## src/sv/mecv_pkg.sv

```systemverilog
// ----------------------------------------------------------------------------
// MIDI event to CV command converter: shared types and constants
// Holds the result item layout, the MIDI and NRPN codes, the NRPN parser
// phases and helpers that build DAC and gate commands.
// ----------------------------------------------------------------------------
package mecv_pkg;

   // One command for the CV hardware.
   typedef struct packed {
      logic        kind;
      logic [2:0]  target;
      logic [15:0] dac_word;
      logic        pin_level;
      logic        last;
   } result_type;

   // Event actions.
   localparam logic [1:0] ACT_NOTE_OFF = 2'd0;
   localparam logic [1:0] ACT_NOTE_ON  = 2'd1;
   localparam logic [1:0] ACT_CTRL     = 2'd2;

   // Command kinds.
   localparam logic KIND_DAC  = 1'b0;
   localparam logic KIND_GATE = 1'b1;

   // Channels and limits.
   localparam logic [3:0] CV_CHANNEL   = 4'd0;
   localparam logic [3:0] NRPN_CHANNEL = 4'd15;
   localparam logic [3:0] NOTE_CHANNELS = 4'd8;
   localparam logic [3:0] GATE_CHANNELS = 4'd2;
   localparam logic [6:0] NOTE_MAX     = 7'd120;
   localparam logic [6:0] CC_DAC_END   = 7'd8;
   localparam logic [6:0] CC_GATE_END  = 7'd10;

   // NRPN controller numbers.
   localparam logic [6:0] CC_NRPN_MSB  = 7'd99;
   localparam logic [6:0] CC_NRPN_LSB  = 7'd98;
   localparam logic [6:0] CC_DATA_MSB  = 7'd6;
   localparam logic [6:0] CC_DATA_LSB  = 7'd38;
   localparam logic [13:0] NRPN_ADDR_MAX = 14'd7;

   // NRPN parser phases.
   localparam logic [2:0] PH_IDLE     = 3'd0;
   localparam logic [2:0] PH_ADDR_MSB = 3'd1;
   localparam logic [2:0] PH_ADDR     = 3'd2;
   localparam logic [2:0] PH_VAL_MSB  = 3'd3;
   localparam logic [2:0] PH_VAL_LSB  = 3'd4;

   // DAC control nibble.
   localparam logic [3:0] DAC_CTRL = 4'h6;

   // Build a DAC write command.
   function automatic result_type dac_result(input logic [2:0] tgt, input logic [11:0] data);
      result_type r;
      r.kind      = KIND_DAC;
      r.target    = tgt;
      r.dac_word  = {DAC_CTRL, data};
      r.pin_level = 1'b0;
      r.last      = 1'b0;
      return r;
   endfunction

   // Build a gate pin write command.
   function automatic result_type gate_result(input logic [2:0] pin, input logic lvl);
      result_type r;
      r.kind      = KIND_GATE;
      r.target    = pin;
      r.dac_word  = 16'd0;
      r.pin_level = lvl;
      r.last      = 1'b0;
      return r;
   endfunction

endpackage

```

## src/sv/mecv_decode.sv

```systemverilog
// ----------------------------------------------------------------------------
// MIDI event decoder
// Turns one registered event into zero, one or two commands and keeps the
// NRPN parser state, which advances when the event is handed on.
// ----------------------------------------------------------------------------
module mecv_decode
   import mecv_pkg::*;
(
   input  logic       clock,
   input  logic       reset,
   input  logic       fire,
   input  logic [1:0] action,
   input  logic [3:0] channel,
   input  logic [6:0] number,
   input  logic [6:0] level,
   output result_type res0,
   output result_type res1,
   output logic [1:0] count
);

   logic [2:0]  phase_ff, phase_in;
   logic [13:0] addr_ff, addr_in;
   logic [13:0] value_ff, value_in;
   logic [10:0] note_x17;
   logic [11:0] note_data;
   logic [11:0] cc_data;
   logic        emit;
   result_type  r0, r1;
   logic [1:0]  n;

   // note * 102 / 12 equals (note * 17) >> 1.
   assign note_x17  = {number, 4'b0000} + {4'b0000, number};
   assign note_data = {2'b00, note_x17[10:1]};

   // Controller value scaled by eight, odd values fill the low bits.
   assign cc_data = {2'b00, level, {3{level[0]}}};

   // Command selection and NRPN parsing.
   always_comb begin
      phase_in = phase_ff;
      addr_in  = addr_ff;
      value_in = value_ff;
      emit     = 1'b0;
      r0       = '0;
      r1       = '0;
      n        = 2'd0;
      if (action == ACT_NOTE_OFF || action == ACT_NOTE_ON) begin
         if (channel < NOTE_CHANNELS && number <= NOTE_MAX) begin
            if (channel < GATE_CHANNELS) begin
               r0 = gate_result(channel[2:0], action[0]);
               r1 = dac_result(channel[2:0], note_data);
               n  = 2'd2;
            end else begin
               r0 = dac_result(channel[2:0], note_data);
               n  = 2'd1;
            end
         end
      end else if (action == ACT_CTRL) begin
         if (channel == CV_CHANNEL) begin
            if (number < CC_DAC_END) begin
               r0 = dac_result(number[2:0], cc_data);
               n  = 2'd1;
            end else if (number < CC_GATE_END) begin
               r0 = gate_result({2'b00, number[0]}, |level);
               n  = 2'd1;
            end
         end else if (channel == NRPN_CHANNEL) begin
            case (number)
               CC_NRPN_MSB: begin
                  addr_in  = {level, 7'd0};
                  phase_in = PH_ADDR_MSB;
               end
               CC_NRPN_LSB: begin
                  if (phase_ff == PH_ADDR_MSB) begin
                     addr_in  = addr_ff | {7'd0, level};
                     phase_in = PH_ADDR;
                  end
               end
               CC_DATA_MSB: begin
                  if (phase_ff == PH_ADDR) begin
                     phase_in = PH_VAL_MSB;
                     value_in = {level, 7'd0};
                     emit     = 1'b1;
                  end
               end
               CC_DATA_LSB: begin
                  if (phase_ff == PH_VAL_MSB) begin
                     phase_in = PH_VAL_LSB;
                     value_in = value_ff | {7'd0, level};
                     emit     = 1'b1;
                  end
               end
               default: begin
                  phase_in = PH_IDLE;
               end
            endcase
            if (emit && addr_in <= NRPN_ADDR_MAX) begin
               r0 = dac_result(addr_in[2:0], {2'b00, value_in[13:4]});
               n  = 2'd1;
            end
         end
      end
      // Mark the final command of this event.
      if (n == 2'd1) begin
         r0.last = 1'b1;
      end
      if (n == 2'd2) begin
         r1.last = 1'b1;
      end
   end

   assign res0  = r0;
   assign res1  = r1;
   assign count = n;

   // NRPN state advances only when the event is consumed.
   always_ff @(posedge clock) begin
      if (reset) begin
         phase_ff <= PH_IDLE;
         addr_ff  <= '0;
         value_ff <= '0;
      end else if (fire) begin
         phase_ff <= phase_in;
         addr_ff  <= addr_in;
         value_ff <= value_in;
      end
   end

endmodule

```

## src/sv/mecv_out_buf.sv

```systemverilog
// ----------------------------------------------------------------------------
// Command output buffer
// Two-entry result register: takes all commands of one event at once and
// presents them one per cycle on the result channel while it accepts them.
// ----------------------------------------------------------------------------
module mecv_out_buf
   import mecv_pkg::*;
(
   input  logic       clock,
   input  logic       reset,
   input  logic       load,
   input  result_type res0,
   input  result_type res1,
   input  logic [1:0] count,
   input  logic       pop,
   output logic       can_load,
   output logic       head_valid,
   output result_type head,
   output logic [1:0] fill
);

   result_type head_ff, tail_ff;
   logic [1:0] cnt_ff;

   // A new event fits when the buffer is empty or drains in this cycle.
   assign can_load   = (cnt_ff == 2'd0) || (cnt_ff == 2'd1 && pop);
   assign head_valid = (cnt_ff != 2'd0);
   assign head       = head_ff;
   assign fill       = cnt_ff;

   // Payload entries.
   always_ff @(posedge clock) begin
      if (load) begin
         head_ff <= res0;
         tail_ff <= res1;
      end else if (pop) begin
         head_ff <= tail_ff;
      end
   end

   // Entry count.
   always_ff @(posedge clock) begin
      if (reset) begin
         cnt_ff <= 2'd0;
      end else if (load) begin
         cnt_ff <= count;
      end else if (pop) begin
         cnt_ff <= cnt_ff - 2'd1;
      end
   end

endmodule

```

## src/sv/midi_event_to_cv_commands.sv

```systemverilog
// ----------------------------------------------------------------------------
// MIDI event to CV command converter
// Converts decoded MIDI events into gate pin writes and DAC SPI words.
// ----------------------------------------------------------------------------
// Each event is registered, decoded combinationally into up to two commands
// and placed in a two-entry output buffer. Events giving zero or one command
// stream at one per clock while the result side accepts them; a note on
// channel 0 or 1 gives a gate write followed by a DAC word and occupies the
// result port for both, which then sets the sustained rate. Events reach the
// result port through the input register and the output buffer. NRPN state
// on channel 15 is updated in event order as events leave the input register.
module midi_event_to_cv_commands
   import mecv_pkg::*;
(
   input  logic        clock,
   input  logic        reset,
   input  logic        req_tvalid,
   output logic        req_tready,
   input  logic [1:0]  req_tuser,   // action
   input  logic [23:0] req_tdata,   // channel[3:0], number[10:4], level[17:11]
   output logic        rsp_tvalid,
   input  logic        rsp_tready,
   output logic        rsp_tuser,   // kind
   output logic [23:0] rsp_tdata,   // target[2:0], dac_word[18:3], pin_level[19]
   output logic        rsp_tlast
);

   logic       in_valid_ff;
   logic [1:0] action_ff;
   logic [3:0] channel_ff;
   logic [6:0] number_ff;
   logic [6:0] level_ff;
   logic       fire;
   logic       pop;
   logic       can_load;
   logic [1:0] count;
   logic [1:0] fill;
   result_type res0, res1, head;

   assign fire       = in_valid_ff && can_load;
   assign req_tready = !in_valid_ff || fire;
   assign pop        = rsp_tvalid && rsp_tready;

   // Input register.
   always_ff @(posedge clock) begin
      if (reset) begin
         in_valid_ff <= 1'b0;
      end else if (req_tready) begin
         in_valid_ff <= req_tvalid;
      end
   end

   always_ff @(posedge clock) begin
      if (req_tvalid && req_tready) begin
         action_ff  <= req_tuser;
         channel_ff <= req_tdata[3:0];
         number_ff  <= req_tdata[10:4];
         level_ff   <= req_tdata[17:11];
      end
   end

   // Event decode and NRPN parser.
   mecv_decode u_decode (
      .clock   (clock),
      .reset   (reset),
      .fire    (fire),
      .action  (action_ff),
      .channel (channel_ff),
      .number  (number_ff),
      .level   (level_ff),
      .res0    (res0),
      .res1    (res1),
      .count   (count)
   );

   // Result buffer.
   mecv_out_buf u_out_buf (
      .clock      (clock),
      .reset      (reset),
      .load       (fire),
      .res0       (res0),
      .res1       (res1),
      .count      (count),
      .pop        (pop),
      .can_load   (can_load),
      .head_valid (rsp_tvalid),
      .head       (head),
      .fill       (fill)
   );

   // Result channel packing.
   assign rsp_tuser = head.kind;
   assign rsp_tlast = head.last;
   assign rsp_tdata = {4'b0000, head.pin_level, head.dac_word, head.target};

   // A gate write never carries a DAC word.
   a_gate_no_word: assert property (@(posedge clock) disable iff (reset)
      rsp_tvalid && rsp_tuser == KIND_GATE |-> rsp_tdata[18:3] == 16'd0)
      else $error("gate command carries a DAC word");

   // A DAC write carries the control nibble and no gate level.
   a_dac_ctrl: assert property (@(posedge clock) disable iff (reset)
      rsp_tvalid && rsp_tuser == KIND_DAC |-> rsp_tdata[18:15] == DAC_CTRL && !rsp_tdata[19])
      else $error("DAC command malformed");

   // With two commands buffered, the one in front is not the final one.
   a_pair_order: assert property (@(posedge clock) disable iff (reset)
      fill == 2'd2 |-> !rsp_tlast)
      else $error("first of a command pair marked last");

   // The buffer never takes an event while full.
   a_no_overrun: assert property (@(posedge clock) disable iff (reset)
      fire |-> fill != 2'd2)
      else $error("event loaded into a full buffer");

endmodule

```

## config.mk

```make
export PLATFORM = sky130hd
export DESIGN_NAME = midi_event_to_cv_commands
export DESIGN_NICKNAME = d
export VERILOG_FILES = /design/src/sv/mecv_pkg.sv /design/src/sv/mecv_decode.sv /design/src/sv/mecv_out_buf.sv /design/src/sv/midi_event_to_cv_commands.sv
export SDC_FILE = /design/constraint.sdc
export NUM_CORES = 1
export LEC_CHECK = 0
export BUFFER_PORTS_ARGS = -buffer_cell sky130_fd_sc_hd__buf_4
export CAP_MARGIN = 20
export CORE_MARGIN = 3
export CORE_UTILIZATION = 55
export CTS_BUF_LIST = sky130_fd_sc_hd__clkbuf_8
export CTS_CLUSTER_SIZE = 16
export DETAILED_ROUTE_END_ITERATION = 7
export PLACE_DENSITY = 0.77
export REMOVE_ABC_BUFFERS = 1
export SLEW_MARGIN = 20
export SYNTH_ARGS = -nofsm -noshare
export SYNTH_HDL_FRONTEND = slang
export SYNTH_SLANG_ARGS = --single-unit
```

## constraint.sdc

```tcl
create_clock -name clock -period 3.31 [get_ports clock]
set_input_delay 0.331 -clock clock [delete_from_list [all_inputs] [get_ports clock]]
set_output_delay 0.331 -clock clock [all_outputs]
set_load 0.005 [all_outputs]
```

==> results of run 1 <==
==> critical path: stages, from the launching register on <==
cell and delay, ns:
edfxtp_1 0.53, or3b_1 0.55, or4_4 0.53, a311oi_4 0.34
a21oi_2 0.19, o31ai_1 0.34
==> cell type report <==
type                    instances  share of cell area
flip-flops and latches         82              0.4661
inverters                      10            0.008093
well taps                      96             0.02590
clock inverters                 7             0.03021
repair buffers                 48             0.07769
clock buffers                   9             0.02671
multi-input cells             283              0.3653
==> cell usage in the layout, fill, tap and decap left out, drive strengths merged, types with 5 or more instances in the layout <==
| cell | instances |
|---|---|
| nand2b | 5 |
| nand4 | 5 |
| and3 | 9 |
| dfxtp | 30 |
| a211oi | 8 |
| ha | 5 |
| inv | 11 |
| clkbuf | 9 |
| nor3 | 15 |
| o21ai | 23 |
| buf | 48 |
| edfxtp | 52 |
| a21oi | 54 |
| o31ai | 8 |
| conb | 10 |
| nor4 | 6 |
| nand2 | 38 |
| nor2 | 30 |
==> sequential cells by signal, indices dropped and copies added, names as in the netlist <==
name / count
u_decode.value_ff: 10
level_ff: 7
u_decode.addr_ff: 14
u_out_buf.tail_ff: 15
in_valid_ff: 1
channel_ff: 4
u_out_buf.head: 17
action_ff: 2
u_decode.phase_ff: 3
number_ff: 7
u_out_buf.fill: 2
==> cell families after synthesis <==
kind of cell / synth area share
other: 0.0009357
multiplexers: 0.01873
adder cells (fa/ha/maj): 0.02061
buffers and inverters: 0.04620
flip-flops: 0.5395
AND/OR/NAND/NOR: 0.1739
XOR/XNOR: 0.008743
AO/OA/AOI/OAI: 0.1914
==> worst min-delay path by stage <==
stage / start / to / slack, ns / depth (start not counted)
2_1_floorplan: reset / u_decode.addr_ff[10] / 0.40 / 1
3_3_place_gp: u_decode.addr_ff[3] / u_decode.addr_ff[3] / 0.45 / 2
3_5_place_dp: u_decode.addr_ff[3] / u_decode.addr_ff[3] / 0.46 / 2
4_1_cts: req_tdata[17] / level_ff[6] / 0.13 / 1
5_1_grt: req_tdata[17] / level_ff[6] / 0.13 / 1
6_report: req_tdata[17] / level_ff[6] / 0.14 / 1
==> per-layer routing <==
| layer | wire, µm | part of all wire | global-route usage | vias up |
|---|---|---|---|---|
| met2 | 4323 | 0.46 | 0.3660 | 168 |
| met4 | 382 | 0.041 | 0.1394 | 0 |
| met5 | 0 | 0 | 0 | - |
| met3 | 714 | 0.076 | 0.04971 | 27 |
| li1 | - | - | - | 1541 |
| met1 | 3954 | 0.42 | 0.2962 | 1486 |
==> power groups by stage <==
| stage | registers, mW | logic, mW | clock network, mW |
|---|---|---|---|
| after floorplan | 1.26 | 0.190 | 0 |
| after CTS | 1.25 | 0.351 | 0.942 |
| after global placement | 1.27 | 0.339 | 0 |
| final | 1.25 | 0.353 | 0.936 |
| after detailed placement | 1.27 | 0.347 | 0 |
| after global routing | 1.26 | 0.394 | 0.987 |
==> metrics by stage <==
step | util | total power, mW | instances | cell area (µm²)
after floorplan | - | 1.446 | 375 | 3894
after global placement | 0.6299 | 1.606 | 519 | 4374
after detailed placement | 0.6299 | 1.617 | 519 | 4374
after CTS | 0.6679 | 2.542 | 535 | 4638
after global routing | 0.6679 | 2.640 | 535 | 4638
final | 0.6679 | 2.538 | 535 | 4638
==> summary.txt, run 1 <==
Timing
  • Final worst-path cycle share: 0.8087
  • FMAX: 373.6 MHz
  • Fin Hold WS: 0.1372 ns
  • Final Skew: 0.007546 ns
  • Count of final setup violators: 0
  • Slew Limit Headroom: 0.3640
  • Worst setup margin: 0.6332 ns
  • Fin. max-slew vios: 0
  • Hold Vio Cnt, Final: 0
  • Unrepaired setup endpoints after global routing: no
  • TNS Setup: 0 ns
  • Worst-Margin Slew: 0.9495 ns
  • Tmin final: 2.677 ns

Yosys
  • Post-synth EDFFs: 52
  • Ranking of synthesized cells by area: edfxtp_1 39%, dfxtp_1 15%, a21oi_1 6.6%
  • Cell variety after synth: between 60 and 70
  • Ys flop type: edfxtp_1
  • Cell Area, Synth: 0.004008 mm²
  • Synth area leader: edfxtp_1
  • Syn. warnings: 0
  • Most common cell in the netlist: a21oi_1
  • Avg Cell Area, Syn: slightly above 10 µm²
  • Asr flop ratio synth: 0
  • Share of the synthesized area in the top cell type: 0.3896
  • Synthesized flop and latch total: 82
  • Post-synth top cells: 53 x a21oi_1, 52 x edfxtp_1, 37 x nand2_1, 30 x dfxtp_1, 30 x nor2_1
  • Post-synthesis sequential area ratio: 0.5395
  • Mapped Cells: 394

Drt
  • DRC viols: 0
  • Final ANT Viol Nets: 0
  • Drt first-iter violations: 301
  • Via density: approximately 6.0
  • DR WL/cell: 17.52 µm
  • Routed vias: 3222
  • Drt first pass iters: 5
  • Detailed Route WL: 9.375 mm

Pwr
  • Cell internal pwr: ~1.9 mW
  • Clock Power Share: 0.369
  • Maximum vdd drop: approximately 0.37 mV
  • Sequential share of power: 0.492
  • Switching Power: around 0.62 mW
  • Sw Ratio: 0.2445
  • Combinational power share: 0.139
  • Pwr dens: 547.2 mW/mm²
  • Leakage Power: around 1.7 nW

Place
  • HPWL after DPL: between 6 and 7 mm
  • Setup WS pre-CTS: 0.6801 ns
  • # port buffers: 43
  • Final GP Congestion: 0.9358

Clock tree
  • Sink Count: 82
  • Setup Buffers After CTS: 0
  • # hold bufs at CTS: 0
  • Worst-skew pair later-pin latency: 0.36 ns
  • CTS resizes: 0
  • Clock slew at reported path FFs: 0.08 ns
  • CTS root buffer: clkbuf_8
  • H-tree depth: 3
  • Cts bufs inserted: 9
  • TritonCTS clock tree: built
  • Max clock buf depth: 2

Floorplan
  • Top Ports: 58
  • Die area: 0.008347 mm²
  • Row Count: 30
  • Initial Util: 0.5771
  • Core area: 0.006944 mm²
  • Die Y: about 90 µm
  • Horiz. Die Dim: 91.36 µm

Cells and area
  • P&R area growth vs syn: 15.74%
  • # diodes: 0
  • Final net count: 470
  • Area of the multi-input gates: 0.001694 mm²
  • Layout cells sized above 1: 0.1754
  • Register area: roughly 0.0022 mm²
  • Fillers: ~540

GRT
  • Vias in the first global route: approximately 3100
  • GRT Residual Overflow: 0
  • Pin count of the biggest net entering global routing: 26
  • First-pass GRT wire length: 15.04 mm
  • All-Layer GR Usage: 0.2333
  • Initial antenna violation count: 0

Worst hold path
  • Hold Crit Class: input port to flip-flop

Critical path
  • CP arrival: roughly 2.8 ns
  • Worst R2R End: u_out_buf.head[4]
  • Worst reg2reg startpoint: number_ff[4]
  • Crit start category: flip-flop
  • Endpoint class of the critical path: flip-flop
  • Worst Reg-to-Reg Cells: 5
  • Worst-path fanout max: 9
  • Worst Path Required: 3.47 ns
  • Reg2reg setup slack: 0.63 ns
  • Kind of critical path: flip-flop to flip-flop
  • Critical path origin: number_ff[4]
  • Critical path capture point: u_out_buf.head[4]

Flow run
  • Max_cap viols: 0

Outcome
  • Outcome: finished, final reports clean
Note: power is estimated with default switching activity, not from simulation.
==> inputs of run 2 (changes only) <==
Clock period 3.31 ns to 2.7 ns, I/O delays scaled along.
==> summary.txt, run 2 (same netlist as run 1, synthesis figures left out) <==
Floorplan
  • Core area: 0.006944 mm² (unchanged)
  • Die Y: 91.36 µm (unchanged)
  • Top Ports: 58 (unchanged)
  • Die area: 0.008347 mm² (unchanged)
  • Initial Util: 0.5771 (unchanged)
  • Horiz. Die Dim: 91.36 µm (unchanged)
  • Row Count: 30 (unchanged)

Timing
  • Worst-Margin Slew: 0.9582 ns (+0.008654 ns)
  • Unrepaired setup endpoints after global routing: no
  • Fin. max-slew vios: 0 (unchanged)
  • FMAX: 394.6 MHz (+5.6%)
  • Hold Vio Cnt, Final: 0 (unchanged)
  • Tmin final: 2.534 ns (-0.1423 ns)
  • Count of final setup violators: 0 (unchanged)
  • Final worst-path cycle share: 0.9387 (+0.1300)
  • TNS Setup: 0 ns (unchanged)
  • Final Skew: 0.009111 ns (+0.001564 ns)
  • Slew Limit Headroom: 0.3612 (-0.002815)

GRT
  • Initial antenna violation count: 0 (unchanged)
  • Vias in the first global route: 3067 (unchanged)
  • First-pass GRT wire length: 15.55 mm (+3.4%)
  • GRT Residual Overflow: 0 (unchanged)
  • Pin count of the biggest net entering global routing: 26 (unchanged)
  • All-Layer GR Usage: 0.2396 (+0.006263)

Worst hold path
  • Hold Crit Class: input port to flip-flop
  • Worst Hold Depth: 1 (unchanged)

Critical path
  • Crit start category: flip-flop
  • Worst Reg-to-Reg Cells: 5 (unchanged)
  • Kind of critical path: flip-flop to flip-flop
  • Worst-path fanout max: 9 (unchanged)
  • CP arrival: 2.70 ns (-0.14 ns)
  • Endpoint class of the critical path: flip-flop
  • Worst Path Required: 2.87 ns (-0.60 ns)

Drt
  • DRC viols: 0 (unchanged)
  • Detailed Route WL: 9.585 mm (+2.2%)
  • Routed vias: 3266 (+1.4%)
  • DR WL/cell: 17.33 µm (-1.1%)
  • Final ANT Viol Nets: 0 (unchanged)
  • Via density: 5.906 (-1.9%)
  • Drt first pass iters: 5 (unchanged)
  • Drt first-iter violations: 275 (-8.6%)

Cells and area
  • # diodes: 0 (unchanged)
  • Commonest non-fill, non-tap cells in the layout: 66 x buf_4, 53 x a21oi_1, 52 x edfxtp_1
  • Most common cell after layout, fill and taps aside: buf_4
  • Layout cells sized above 1: 0.2057 (+0.03029)
  • Fillers: 543 (-0.18%)
  • Final net count: 488 (+3.8%)
  • P&R area growth vs syn: 17.95%
  • Final core utilization: 0.6807 (+0.01279)
  • Finished Layout Cells: 553 (+3.4%)
  • Largest register FFs: 17 (unchanged)

Clock tree
  • CTS root buffer: clkbuf_8
  • # hold bufs at CTS: 0 (unchanged)
  • Max clock buf depth: 2 (unchanged)
  • CTS resizes: 0 (unchanged)
  • Setup Buffers After CTS: 0 (unchanged)
  • Sink Count: 82 (unchanged)
  • Worst-skew pair later-pin latency: 0.36 ns (about the same)
  • Clock slew at reported path FFs: 0.08 ns (about the same)
  • TritonCTS clock tree: built
  • H-tree depth: 3 (unchanged)
  • Cts bufs inserted: 9 (unchanged)

Pwr
  • Maximum vdd drop: 0.3920 mV (+7.2%)
  • Leakage Power: 1.800 nW (+4.4%)
  • Pwr dens: 624.0 mW/mm² (+14%)
  • Total Power: 2.950 mW (+16%)

Outcome
  • Outcome: finished, final reports clean

Place
  • Final GP Congestion: 0.8684 (-7.2%)
  • HPWL after DPL: 6.966 mm (+6.1%)
  • # port buffers: 43 (unchanged)
  • Placed Cells: 537 (+3.5%)

Flow run
  • Max_cap viols: 0 (unchanged)
==> run 2: cell types whose count changed in the layout (fill, tap and decap cells not counted), sizes merged <==
cell	previous run	this run
buf	48	66
bufinv	4	2
clkbuf	9	10
inv	11	12
==> run 2: final cells by class <==
| class | instances | area (µm²) | share of cell area |
|---|---|---|---|
| clock buffers | 10 | 137.6 | 0.02912 |
| multi-input cells | 283 | 1694 | 0.3584 |
| flip-flops and latches | 82 | 2162 | 0.4574 |
| clock inverters | 6 | 80.08 | 0.01694 |
| repair buffers | 66 | 495.5 | 0.1048 |
| inverters | 10 | 37.54 | 0.007941 |
| well taps | 96 | 120.1 | 0.02541 |
==> run 2: per-stage QoR <==
stage	instance area [µm²]	hold slack, ns	worst slack [ns]
floorplan	3894	0.3391	0.01186
global placement	4509	0.4480	0.2940
detailed placement	4509	0.4493	0.2008
CTS	4727	0.07029	0.1934
global route	4727	0.06805	0.002797
finish	4727	0.08279	0.1655
==> run 2: routing by layer <==
| layer | up-vias | part of all wire | global-route usage | wire length [µm] |
|---|---|---|---|---|
| met1 | 1550 | 0.45 | 0.3220 | 4280 |
| li1 | 1582 | - | - | - |
| met2 | 122 | 0.49 | 0.3899 | 4649 |
| met5 | - | 0 | 0 | 0 |
| met4 | 0 | 0.013 | 0.08166 | 124 |
| met3 | 12 | 0.055 | 0.04474 | 530 |
==> run 2: worst paths after layout <==
check,startpoint,to,slack [ns]
setup reg to reg,number_ff[4],u_out_buf.head[3],0.17
hold reg to reg,u_decode.addr_ff[6],u_decode.addr_ff[6],0.48
setup / recovery,number_ff[4],u_out_buf.head[3],0.17
hold / removal,req_tdata[14],level_ff[3],0.08
==> run 2: power breakdown <==
| group | total [mW] | internal, mW | switching [mW] |
|---|---|---|---|
| clock | 0.969 | 0.540 | 0.429 |
| combinational | 0.461 | 0.198 | 0.262 |
| sequential | 1.52 | 1.46 | 0.0610 |
==> run 2: critical path: stages (launching register included) <==
cell	delay (ns)
edfxtp_1	0.53
or3b_1	0.44
or4_4	0.52
a311oi_4	0.34
a21oi_2	0.19
o31ai_1	0.34
